File: config.mk
export PLATFORM = sky130hd
export DESIGN_NAME = stable_sorted_priority_queue_core
export DESIGN_NICKNAME = d
export VERILOG_FILES = /design/src/rtl/core/ssq_pkg.sv /design/src/rtl/core/stable_sorted_priority_queue_core.sv /design/src/rtl/core/ssq_cell.sv /design/src/rtl/core/ssq_out_buf.sv
export SDC_FILE = /design/constraint.sdc
export NUM_CORES = 1
export LEC_CHECK = 0
export BUFFER_PORTS_ARGS = -buffer_cell sky130_fd_sc_hd__buf_4
export CAP_MARGIN = 20
export CORE_MARGIN = 5
export CORE_UTILIZATION = 50
export DETAILED_ROUTE_END_ITERATION = 7
export PLACE_DENSITY = 0.77
export SYNTH_ARGS = -nofsm -noshare
export SYNTH_HDL_FRONTEND = slang
export SYNTH_HIERARCHICAL = 1
export SYNTH_SLANG_ARGS = --single-unit
File: constraint.sdc
create_clock -name clk -period 4.15 [get_ports clk]
set_input_delay 0.415 -clock clk [delete_from_list [all_inputs] [get_ports clk]]
set_output_delay 0.415 -clock clk [all_outputs]
set_load 0.05 [all_outputs]
File: src/rtl/core/ssq_pkg.sv
// Shared types, sizes and codes for the stable sorted priority queue core.
package ssq_pkg;

  localparam int DEPTH = 16;
  localparam int CNT_W = $clog2(DEPTH + 1);
  localparam int KEY_W = 4;
  localparam int PAY_W = 2;
  localparam int COUNT_OUT_W = 5;

  localparam logic FUNC_INSERT = 1'b0;
  localparam logic FUNC_REMOVE = 1'b1;

  typedef struct packed {
    logic [KEY_W-1:0] key;
    logic [PAY_W-1:0] payload;
  } entry_t;

  // Per-beat command broadcast to every cell of the chain.
  typedef struct packed {
    logic   ins;
    logic   rem;
    entry_t new_entry;
  } cell_ctrl_t;

  typedef struct packed {
    logic [KEY_W-1:0]       head_key;
    logic [PAY_W-1:0]       head_payload;
    logic [COUNT_OUT_W-1:0] entry_count;
    logic                   is_empty;
    logic                   insert_dropped;
  } result_t;

endpackage

File: src/rtl/core/stable_sorted_priority_queue_core.sv
// Top level of the stable sorted priority queue core.
// The queue holds up to DEPTH entries in descending key order in a chain of cells, one
// entry per cell, with cell 0 at the head. Each input beat carries an insert or a remove
// command; the whole chain updates in the cycle the beat is accepted, because every cell
// compares its own key with the broadcast new key and then keeps its entry, loads the new
// one, or takes its neighbor's. A new beat can therefore be taken every clock cycle
// while s_tready is high; each result is registered. Entries with equal keys leave in the
// order they arrived. A remove on an empty queue changes nothing; an insert on a full
// queue is discarded and reported through insert_dropped. Every command yields exactly
// one result beat with the head entry, the entry count and the flags as they stand after
// the command. Results sit in a result register backed by a skid register, so the input
// keeps accepting while one result waits; input stalls only once both are full. There is
// no clearing pass after reset: cells outside the stored count are never reported.
module stable_sorted_priority_queue_core
  import ssq_pkg::*;
(
  input  logic        clk,
  input  logic        rst,
  input  logic        s_tvalid,
  output logic        s_tready,
  input  logic [7:0]  s_tdata,  // [3:0] key_level, [5:4] payload_kind, [7:6] zero
  input  logic        s_tuser,  // [0] func
  output logic        m_tvalid,
  input  logic        m_tready,
  output logic [15:0] m_tdata   // [3:0] head_key, [5:4] head_payload, [10:6] entry_count,
                                // [11] is_empty, [12] insert_dropped, [15:13] zero
);

  logic [CNT_W-1:0] count;
  logic [CNT_W-1:0] count_next;
  logic             accept;
  logic             full;
  logic             dropped;
  cell_ctrl_t       ctrl;
  result_t          res;
  result_t          out_res;

  entry_t           cell_q [DEPTH];
  entry_t           cell_d [DEPTH];
  logic [DEPTH-1:0] cell_ge;

  assign accept = s_tvalid && s_tready;
  assign full   = (count == CNT_W'(DEPTH));

  always_comb begin
    ctrl.new_entry.key     = s_tdata[3:0];
    ctrl.new_entry.payload = s_tdata[5:4];
    ctrl.ins   = accept && (s_tuser == FUNC_INSERT) && !full;
    ctrl.rem   = accept && (s_tuser == FUNC_REMOVE) && (count != '0);
    dropped    = (s_tuser == FUNC_INSERT) && full;
    count_next = count;
    if (ctrl.ins) begin
      count_next = count + CNT_W'(1);
    end else if (ctrl.rem) begin
      count_next = count - CNT_W'(1);
    end
  end

  always_ff @(posedge clk) begin
    if (rst) begin
      count <= '0;
    end else begin
      count <= count_next;
    end
  end

  // The chain. Cell 0 always sees a "greater or equal" neighbor on its left, so an insert
  // that beats the head key lands there. The last cell shifts in its own entry on remove.
  for (genvar i = 0; i < DEPTH; i++) begin : g_cell
    logic   left_ge;
    entry_t left_entry;
    entry_t right_entry;

    if (i == 0) begin : g_first
      assign left_ge    = 1'b1;
      assign left_entry = ctrl.new_entry;
    end else begin : g_mid
      assign left_ge    = cell_ge[i-1];
      assign left_entry = cell_q[i-1];
    end

    if (i == DEPTH - 1) begin : g_last
      assign right_entry = cell_q[i];
    end else begin : g_body
      assign right_entry = cell_q[i+1];
    end

    ssq_cell u_cell (
      .clk         (clk),
      .ctrl        (ctrl),
      .occ         (count > CNT_W'(i)),
      .left_ge     (left_ge),
      .left_entry  (left_entry),
      .right_entry (right_entry),
      .ge          (cell_ge[i]),
      .q           (cell_q[i]),
      .d           (cell_d[i])
    );
  end

  // The result reflects the state after the command: the head cell's next entry.
  always_comb begin
    res.is_empty       = (count_next == '0);
    res.head_key       = res.is_empty ? '0 : cell_d[0].key;
    res.head_payload   = res.is_empty ? '0 : cell_d[0].payload;
    res.entry_count    = COUNT_OUT_W'(count_next);
    res.insert_dropped = dropped;
  end

  ssq_out_buf u_out_buf (
    .clk        (clk),
    .rst        (rst),
    .push       (accept),
    .push_data  (res),
    .push_ready (s_tready),
    .out_valid  (m_tvalid),
    .out_ready  (m_tready),
    .out_data   (out_res)
  );

  assign m_tdata = {3'b000, out_res.insert_dropped, out_res.is_empty, out_res.entry_count,
                    out_res.head_payload, out_res.head_key};

  // The stored count never passes the capacity of the chain.
  a_count_bound: assert property (@(posedge clk) disable iff (rst)
    count <= CNT_W'(DEPTH))
    else $error("stored count above capacity");

  // An insert on a full queue leaves the count unchanged.
  a_full_hold: assert property (@(posedge clk) disable iff (rst)
    accept && (s_tuser == FUNC_INSERT) && full |=> count == CNT_W'(DEPTH))
    else $error("insert on full queue changed the count");

  // A remove on a non-empty queue takes exactly one entry away.
  a_remove_dec: assert property (@(posedge clk) disable iff (rst)
    accept && (s_tuser == FUNC_REMOVE) && (count != '0) |=>
    count == $past(count) - CNT_W'(1))
    else $error("remove did not drop one entry");

  // The input stalls only while results are waiting at the output.
  a_stall_cause: assert property (@(posedge clk) disable iff (rst)
    !s_tready |-> m_tvalid)
    else $error("input stalled with no result pending");

endmodule

File: src/rtl/core/ssq_cell.sv
// One slot of the sorted chain: keeps, loads the new entry, or shifts from a neighbor.
module ssq_cell
  import ssq_pkg::*;
(
  input  logic       clk,
  input  cell_ctrl_t ctrl,
  input  logic       occ,
  input  logic       left_ge,
  input  entry_t     left_entry,
  input  entry_t     right_entry,
  output logic       ge,
  output entry_t     q,
  output entry_t     d
);

  // An occupied slot whose key is at least the new key stays in place on insert.
  assign ge = occ && (q.key >= ctrl.new_entry.key);

  always_comb begin
    d = q;
    if (ctrl.ins) begin
      if (ge) begin
        d = q;
      end else if (left_ge) begin
        d = ctrl.new_entry;
      end else begin
        d = left_entry;
      end
    end else if (ctrl.rem) begin
      d = right_entry;
    end
  end

  always_ff @(posedge clk) begin
    q <= d;
  end

endmodule

File: src/rtl/core/ssq_out_buf.sv
// Two-entry output buffer: a result register plus a skid register.
module ssq_out_buf
  import ssq_pkg::*;
(
  input  logic    clk,
  input  logic    rst,
  input  logic    push,
  input  result_t push_data,
  output logic    push_ready,
  output logic    out_valid,
  input  logic    out_ready,
  output result_t out_data
);

  logic    main_v;
  logic    skid_v;
  result_t skid_data;

  assign push_ready = !skid_v;
  assign out_valid  = main_v;

  always_ff @(posedge clk) begin
    if (rst) begin
      main_v <= 1'b0;
      skid_v <= 1'b0;
    end else if (skid_v) begin
      if (out_ready) begin
        skid_v <= 1'b0;
      end
    end else if (push) begin
      if (main_v && !out_ready) begin
        skid_v <= 1'b1;
      end else begin
        main_v <= 1'b1;
      end
    end else if (out_ready) begin
      main_v <= 1'b0;
    end
  end

  always_ff @(posedge clk) begin
    if (skid_v) begin
      if (out_ready) begin
        out_data <= skid_data;
      end
    end else if (push) begin
      if (main_v && !out_ready) begin
        skid_data <= push_data;
      end else begin
        out_data <= push_data;
      end
    end
  end

endmodule

# Word-level counts from Yosys, hierarchy flattened
# Index checks and enable logic that the tools add are counted.
dict set report op_classes {
  order_cmp 32
  eq_ne 18
  n_mux 75
  bitwise 3
  add_sub_neg 2
  n_reduce_logical 49
}
# operator count
set ops {}
lappend ops {{two-way mux 6 bit} 60}
lappend ops {{greater-or-equal comparator 4 bit} 16}
lappend ops {{two-way mux 13 bit} 4}
lappend ops {{greater-than comparator 5 x 4 -> 1 bit, second input constant} 8}
lappend ops {{inequality test 2 bit, second input constant} 16}
lappend ops {{AND reduction 2 bit} 15}
lappend ops {{logical AND 1 bit} 23}
lappend ops {{greater-than comparator 5 x 3 -> 1 bit, second input constant} 4}
lappend ops {{greater-than comparator 5 x 1 -> 1 bit, second input constant} 2}
lappend ops {{greater-than comparator 5 x 2 -> 1 bit, second input constant} 2}
lappend ops {{two-way mux 5 bit} 2}
lappend ops {{AND reduction 3 bit} 3}
lappend ops {{two-way mux 1 bit} 7}
lappend ops {{nonzero test 2 bit} 3}
lappend ops {{adder 5 x 1 -> 5 bit, second input constant} 1}
lappend ops {{== test 5 bit, second input constant} 1}
lappend ops {{logical NOT 5 bit} 1}
lappend ops {{nonzero test 5 bit} 1}
lappend ops {{subtractor 5 x 1 -> 5 bit, second input constant} 1}
lappend ops {{two-way mux 4 bit} 1}
lappend ops {{logical NOT 1 bit} 3}
lappend ops {{NOT 1 bit} 3}
lappend ops {{two-way mux 2 bit} 1}
lappend ops {{inequality test 2 x 1 -> 1 bit, second input constant} 1}
dict set report totals {
  ff_bits 129
  inputBits 13
  wordCells 224
  output_inout_bits 18
}

# Longest topological paths before layout
# Gate-level depths: netlist of run 1.
dict set report logic_depth {
  depth_word 11
  depth_mapped 12
}

# By module
# Netlist of run 1, hierarchy kept.
# module area_per_inst_um2 cells_per_inst instances
set modules_own_cells {}
lappend modules_own_cells {ssq_cell 553.0 56 16}
lappend modules_own_cells {ssq_out_buf 1091.0 53 1}
lappend modules_own_cells {stable_sorted_priority_queue_core 812.0 114 1}

# Worst setup path before layout of run 1
# OpenSTA, ideal clock, no wires.
dict set report synth_timing {
  path_kind {flip-flop to flip-flop}
  startpoint {register u_out_buf.skid_v}
  endpoint {register u_out_buf/out_data[11] (netlist name) (data pin)}
  n_path_buf 3
  required_ps 3890
  path_stages_with_launch 13
  arrival_time_ps 3000
  setup_ps 260
  slack_ps 889
  cell_sequence {dfxtp_1 > buf_6 > buf_12 > inv_1 > nand3b_1 > a21oi_1 > buf_1 > nor2_1 > a31oi_1 > o31a_2 > o221ai_1 > a21boi_0 > mux2_4}
}
# item line_no
set synth_rtl {}
lappend synth_rtl {{start, declared} ssq_out_buf.sv:16} ;# logic skid_v;
lappend synth_rtl {{start signal, assigned} ssq_out_buf.sv:25} ;# skid_v <= 1'b0;
lappend synth_rtl {{start signal, assigned} ssq_out_buf.sv:28} ;# skid_v <= 1'b0;
lappend synth_rtl {{start signal, assigned} ssq_out_buf.sv:32} ;# skid_v <= 1'b1;
lappend synth_rtl {{end signal, assigned} ssq_out_buf.sv:44} ;# out_data <= skid_data;
lappend synth_rtl {{end signal, assigned} ssq_out_buf.sv:50} ;# out_data <= push_data;
lappend synth_rtl {{end, declared} ssq_out_buf.sv:12} ;# output result_t out_data

==> results.cfg, run 1 <==
[logic_synthesis]
synth_edf_count = 26
ys_warn_count = 6
syn-instance-count = 1063
muxShareOfSynthArea_pct = 16.80
yosys.area_share.simple_pct = 15.73
synth_compound_area_share_pct = 25.64
synth_adder_area_share_pct = 8.146
yosysSeqAreaShare_pct = 26.44
synth_xor_area_share_pct = 0.1629
synth_seq_cells = 129
yosys_most_used_dff = dfxtp_1
synth_cell_type_count = 59
avgSynthCellArea_um2 = 10.11
synthArstFlopShare_pct = 0
synth_top_family_by_area = compound AO/OA/AOI/OAI gates
synth_area_mm2 = 0.01075

[route]
first_pass_iters = 6
wire_per_inst_um = 17.73
drtIter0Drc = 467
detail-route-antenna-nets = 0
viasPerCell = 6.139
drc = 0
wl_um = 24120
vias = 8349

[critical_path]
r2r_end = u_out_buf/out_data[8]$_DFFE_PP_
r2r_start = count[1]$_SDFF_PP0_
cp-start-kind = flip-flop
critPathArrivalTime_ns = 3.71
critPathRequiredTime_ns = 4.44
worstSetupEndpoint = u_out_buf/out_data[8]$_DFFE_PP_
r2r_cells = 9
r2r_setup_slack_ns = 0.73
worst-path-max-fanout = 42
crit_start = count[1]$_SDFF_PP0_
worst-setup-path-type = flip-flop to flip-flop
end_kind = flip-flop

[placed_design]
portBuffers = 25
dp_hpwl_um = 17290
dpl-instance-area_mm2 = 0.01115
gp_congestion = 0.8245
dp_cells = 1319
dp_slack_ns = 0.6883

[power_and_ir_drop]
power.density_mw_per_mm2 = 659.8
p_total_mw = 7.784
vdd_drop_max_mv = 0.3898
cellLeakagePower_nw = 4.439

[sta]
worst_slack_ns = 0.7333
slew-limit-headroom_pct = 40.02
period_minus_slack_ns = 3.417
tightest_slew_ns = 0.8985
hold_viol = 0
tns_ns = 0
clock.fmax_mhz = 292.7
rsz0062_at_grt = false
finClkSkew_ns = 0.007769
finalSetupViolCount = 0
slew_violations = 0
period_share_pct = 82.33
hold-worst-slack_ns = 0.1770

[clocking]
cts-root-buf = clkbuf_16
clock_latency_ns = 0.43
cts_buffers = 17
clock_sinks = 129
clockBufferDepth = 2
hold_buffers = 0
cts_setup_buffers = 0
ctsHtreeMaxLevel = 4
cts_resized = 0
cts_tree = built
path_clk_slew_ns = 0.06

[worst_hold_path]
hold_path.class = input pin to flip-flop
holdPathStages = 2
min_from = m_tready

[run]
maxCapViolCount = 0

[layout]
layout_common_cells = mux2i_1 (128), inv_1 (123), dfxtp_1 (103), nand2_1 (89), ha_1 (70)
antenna_cells_inserted = 0
drive_gt1_share_pct = 27.47
nNetsFinal = 1155
fillers = 1805
syn_to_final_growth_pct = 9.729
finish.utilization_pct = 55.95
final_common_cell = mux2i_1
finalInstanceArea_mm2 = 0.01180
instances_no_fill = 1360

[die]
die_h_um = 156.6
core_mm2 = 0.02109
die_w_um = 156.6
num_io_pins = 31
die_area_mm2 = 0.02454
start_util_pct = 50.98
row_count = 53

[global_route]
antenna_found_initial = 0
grt_overflow_total = 0
grt_pass1_vias = 8356
grt_max_degree = 89
grt_pass1_wl_um = 40910
grtUsageTotal_pct = 19.96

[run_status]
status = finished, final reports clean
==> power by group <==
part	internal, mW	switching [mW]
logic	1.84	2.17
registers	1.79	0.483
clock network	0.907	0.601
total	4.53	3.26
==> layer usage <==
metal / up-vias / track usage (%) / routed length [µm]
met3: 34 / 2.959 / 708
met1: 4077 / 25.35 / 10800
met4: 0 / 7.273 / 438
met5: - / 0 / 0
li1: 4083 / - / -
met2: 155 / 34.40 / 12170
==> cell type report <==
| cell class | count | area, µm² | area share (%) |
|---|---|---|---|
| multi-input combinational | 753 | 7182 | 60.88 |
| sequential | 129 | 2843 | 24.10 |
| inverter | 123 | 461.7 | 3.913 |
| clock buffer | 18 | 439.2 | 3.723 |
| timing repair buffer | 48 | 372.9 | 3.160 |
| tap | 275 | 344.1 | 2.917 |
| clock inverter | 14 | 155.1 | 1.315 |
==> worst min path at each step <==
stage | end | slack (ns)
global route | u_out_buf/skid_v$_SDFF_PP0_ | 0.16
CTS | u_out_buf/skid_v$_SDFF_PP0_ | 0.15
finish | u_out_buf/skid_v$_SDFF_PP0_ | 0.18
floorplan | g_cell[10].u_cell/q[2]$_DFF_P_ | 0.45
detailed placement | g_cell[9].u_cell/q[2]$_DFF_P_ | 0.48
global placement | g_cell[9].u_cell/q[2]$_DFF_P_ | 0.48
==> worst max-delay path, cell delays in order, from the launching register on <==
cell	delay [ns]
dfxtp_1	0.60
inv_1	0.18
ha_1	0.26
nor3b_1	0.23
a21oi_4	0.43
buf_4	0.49
inv_1	0.24
a221oi_2	0.34
a21boi_0	0.30
mux2_2	0.22
==> registers in the layout (all words and copies together), names as in the netlist <==
signal / cells
g_cell.u_cell/q: 96
count: 5
u_out_buf/out_data: 13
u_out_buf/out_valid: 1
u_out_buf/skid_data: 13
u_out_buf/skid_v: 1
==> cells in the mapped netlist (2+ instances only) <==
| cell type | n | area [µm²] |
|---|---|---|
| mux2i_1 | 128 | 1281 |
| dfxtp_1 | 103 | 2062 |
| conb_1 | 2 | 7.510 |
| nor2_1 | 27 | 101.4 |
| mux2_4 | 5 | 75.07 |
| nand4_1 | 2 | 12.51 |
| nand2b_4 | 16 | 220.2 |
| inv_1 | 123 | 461.7 |
| o31a_2 | 16 | 160.2 |
| mux2_2 | 40 | 450.4 |
| nand3b_1 | 2 | 15.01 |
| nand3_1 | 3 | 15.01 |
| buf_4 | 3 | 22.52 |
| nand2_1 | 89 | 334.1 |
| a221oi_2 | 64 | 960.9 |
| o221ai_1 | 32 | 280.3 |
| nor2b_4 | 16 | 220.2 |
| buf_1 | 16 | 60.06 |
| a31oi_1 | 19 | 118.9 |
| a211oi_1 | 17 | 127.6 |
| nor2b_1 | 20 | 125.1 |
| a21boi_0 | 8 | 60.06 |
| ha_1 | 70 | 875.8 |
| o21ai_2 | 16 | 140.1 |
| clkbuf_1 | 19 | 71.32 |
| edfxtp_1 | 26 | 780.8 |
| a21oi_1 | 5 | 25.02 |
| o21ai_0 | 12 | 60.06 |
| buf_2 | 19 | 95.09 |
| nor4_1 | 64 | 400.4 |
| nor3_1 | 19 | 95.09 |
| and3_1 | 3 | 18.77 |
| buf_6 | 2 | 22.52 |
| a2111oi_4 | 16 | 440.4 |
| and2_1 | 2 | 12.51 |
| o31a_4 | 16 | 280.3 |
==> cell families (layout without fill, tap and decap cells) <==
logic type / count (synthesis) / count (layout)
AND/OR/NAND/NOR: 274 / 274
multiplexers: 173 / 173
buffers and inverters: 183 / 203
adder cells (fa/ha/maj): 70 / 70
AO/OA/AOI/OAI: 230 / 230
flip-flops: 129 / 129
XOR/XNOR: 2 / 2
other: 2 / 4
(Power assumes the default switching activity.)
==> run 2: changes to the inputs <==
- ABC_AREA: unset -> 1
- clock period: 4.15 -> 3.56 ns (I/O delays scaled with it)
==> results.cfg, run 2 <==
[power_and_ir_drop]
p_total_mw = 7.871
switchingPower_mw = 3.458
vdd_drop_max_mv = 0.4009
cellLeakagePower_nw = 5.879
power.density_mw_per_mm2 = 699.1
p_int_mw = 4.413
p_seq_share_pct = 32.0
power_frac_clock_pct = 22.9
pwr-share-comb_pct = 45.0
sw_frac_of_total_pct = 43.93

[run_status]
status = finished, final reports clean

[critical_path]
cpPeakStageDelay_ns = 0.55
crit_slowest_cell = dfxtp_1
cp_cell_sequence = inv_8, nand2_1, nor2_1, nand2_4, inv_4, nand2_1, nand3_2, nand2_2, nor2_4, a21oi_1, nand2_1, nand2_1
r2r_start = u_out_buf/skid_v$_SDFF_PP0_
critPathArrivalTime_ns = 2.91
worst-setup-path-type = flip-flop to flip-flop
crit_path_frequent_cell = nand2_1
critPathRequiredTime_ns = 3.74
crit_start = u_out_buf/skid_v$_SDFF_PP0_
end_kind = flip-flop
cp-start-kind = flip-flop
worst-path-max-fanout = 61

[route]
drc = 0
wire_per_inst_um = 12.71
drtIter0Drc = 720
viasPerCell = 5.196
vias = 9769
first_pass_iters = 5
wl_um = 23900
detail-route-antenna-nets = 0

[die]
die_w_um = 153.5
die_h_um = 153.5
die_area_mm2 = 0.02356
row_count = 52
start_util_pct = 50.87
core_mm2 = 0.02023
num_io_pins = 31

[placed_design]
gp_congestion = 0.8256
portBuffers = 25
dp_hpwl_um = 16960
dp_slack_ns = 0.8571
dp_cells = 1847

[layout]
nNetsFinal = 1680
drive_gt1_share_pct = 8.571
syn_to_final_growth_pct = 9.372
instances_no_fill = 1880
regArea_mm2 = 0.002843
regMostFlops = g_cell.u_cell/q
largest_reg_flops = 96
multi_input_area_mm2 = 0.006212
fillers = 1875
layout_common_cells = nand2_1 (570), inv_1 (251), nand3_1 (201), o21ai_0 (148), dfxtp_1 (103)
final_common_cell = nand2_1
largest_registers = g_cell.u_cell/q: 96 flops, u_out_buf/out_data: 13 flops, u_out_buf/skid_data: 13 flops
antenna_cells_inserted = 0

[sta]
tightest_slew_ns = 1.028
slew-limit-headroom_pct = 30.74
finClkSkew_ns = 0.01210
rsz0062_at_grt = false
slew_violations = 0
worst_slack_ns = 0.8237
finalSetupViolCount = 0
tns_ns = 0
period_minus_slack_ns = 2.736
hold_viol = 0
period_share_pct = 76.86
hold-worst-slack_ns = 0.1713
clock.fmax_mhz = 365.5

[logic_synthesis]
synth_area_mm2 = 0.01029
avgSynthCellArea_um2 = 6.515
ys_warn_count = 6
syn-instance-count = 1580

[run]
maxCapViolCount = 0

[global_route]
grt_pass1_wl_um = 41620
grt_pass1_vias = 9219
grtUsageTotal_pct = 20.39
antenna_found_initial = 0
grt_max_degree = 85
grt_overflow_total = 0

[worst_hold_path]
min_from = rst
hold_path.class = input pin to flip-flop

[clocking]
path_clk_slew_ns = 0.06
cts_buffers = 17
cts_setup_buffers = 0
ctsHtreeMaxLevel = 4
clock_latency_ns = 0.42
cts_tree = built
cts-root-buf = clkbuf_16
hold_buffers = 0
cts_resized = 0
clock_sinks = 129
clockBufferDepth = 2
[run 2: through the flow]
| step | util, % | area, µm² |
|---|---|---|
| after global placement | 52.61 | 10650 |
| after floorplan | - | 10300 |
| final | 55.64 | 11260 |
| after detailed placement | 52.61 | 10650 |
| after global routing | 55.64 | 11260 |
| after CTS | 55.61 | 11250 |
[run 2: critical path: cells and delay by family, from the launching register on]
| kind | cells | cell delay [ns] |
|---|---|---|
| AOI/OAI and AO/OA | 1 | 0.13 |
| buffers and inverters | 2 | 0.66 |
| and+or+nand+nor | 9 | 1.15 |
| DFF | 1 | 0.55 |
[run 2: cell type report]
cell class / instances / area share, %
Clock buffer: 17 / 3.779
Clock inverter: 15 / 1.623
Inverter: 254 / 8.569
Multi-Input combinational cell: 1159 / 55.18
Sequential cell: 129 / 25.25
Tap cell: 270 / 3.001
Timing Repair Buffer: 36 / 2.601
[run 2: final timing paths]
check / cells after the start / end / slack, ns
max reg2reg: 12 / u_out_buf/out_data[8]$_DFFE_PP_ / 0.82
min: 2 / u_out_buf/skid_v$_SDFF_PP0_ / 0.17
min reg2reg: 2 / u_out_buf/out_data[10]$_DFFE_PP_ / 0.53
max: 12 / u_out_buf/out_data[8]$_DFFE_PP_ / 0.82
[run 2: routing by layer]
| layer | routed length, µm | vias to the layer above | global-route usage (%) | share of wire, % |
|---|---|---|---|---|
| met3 | 769 | 24 | 3.195 | 3.2 |
| met2 | 11490 | 185 | 35.01 | 48 |
| li1 | - | 5113 | - | - |
| met5 | 0 | - | 0 | 0 |
| met1 | 11330 | 4447 | 26.48 | 47 |
| met4 | 312 | 0 | 6.013 | 1.3 |
[run 2: power groups by stage]
| stage | logic (mW) | registers [mW] | clock network [mW] |
|---|---|---|---|
| after floorplan | 2.80 | 2.48 | 0 |
| after CTS | 3.53 | 2.52 | 1.83 |
| after detailed placement | 3.51 | 2.54 | 0 |
| after global placement | 3.39 | 2.54 | 0 |
| after global routing | 4.11 | 2.59 | 1.91 |
| final | 3.54 | 2.52 | 1.81 |
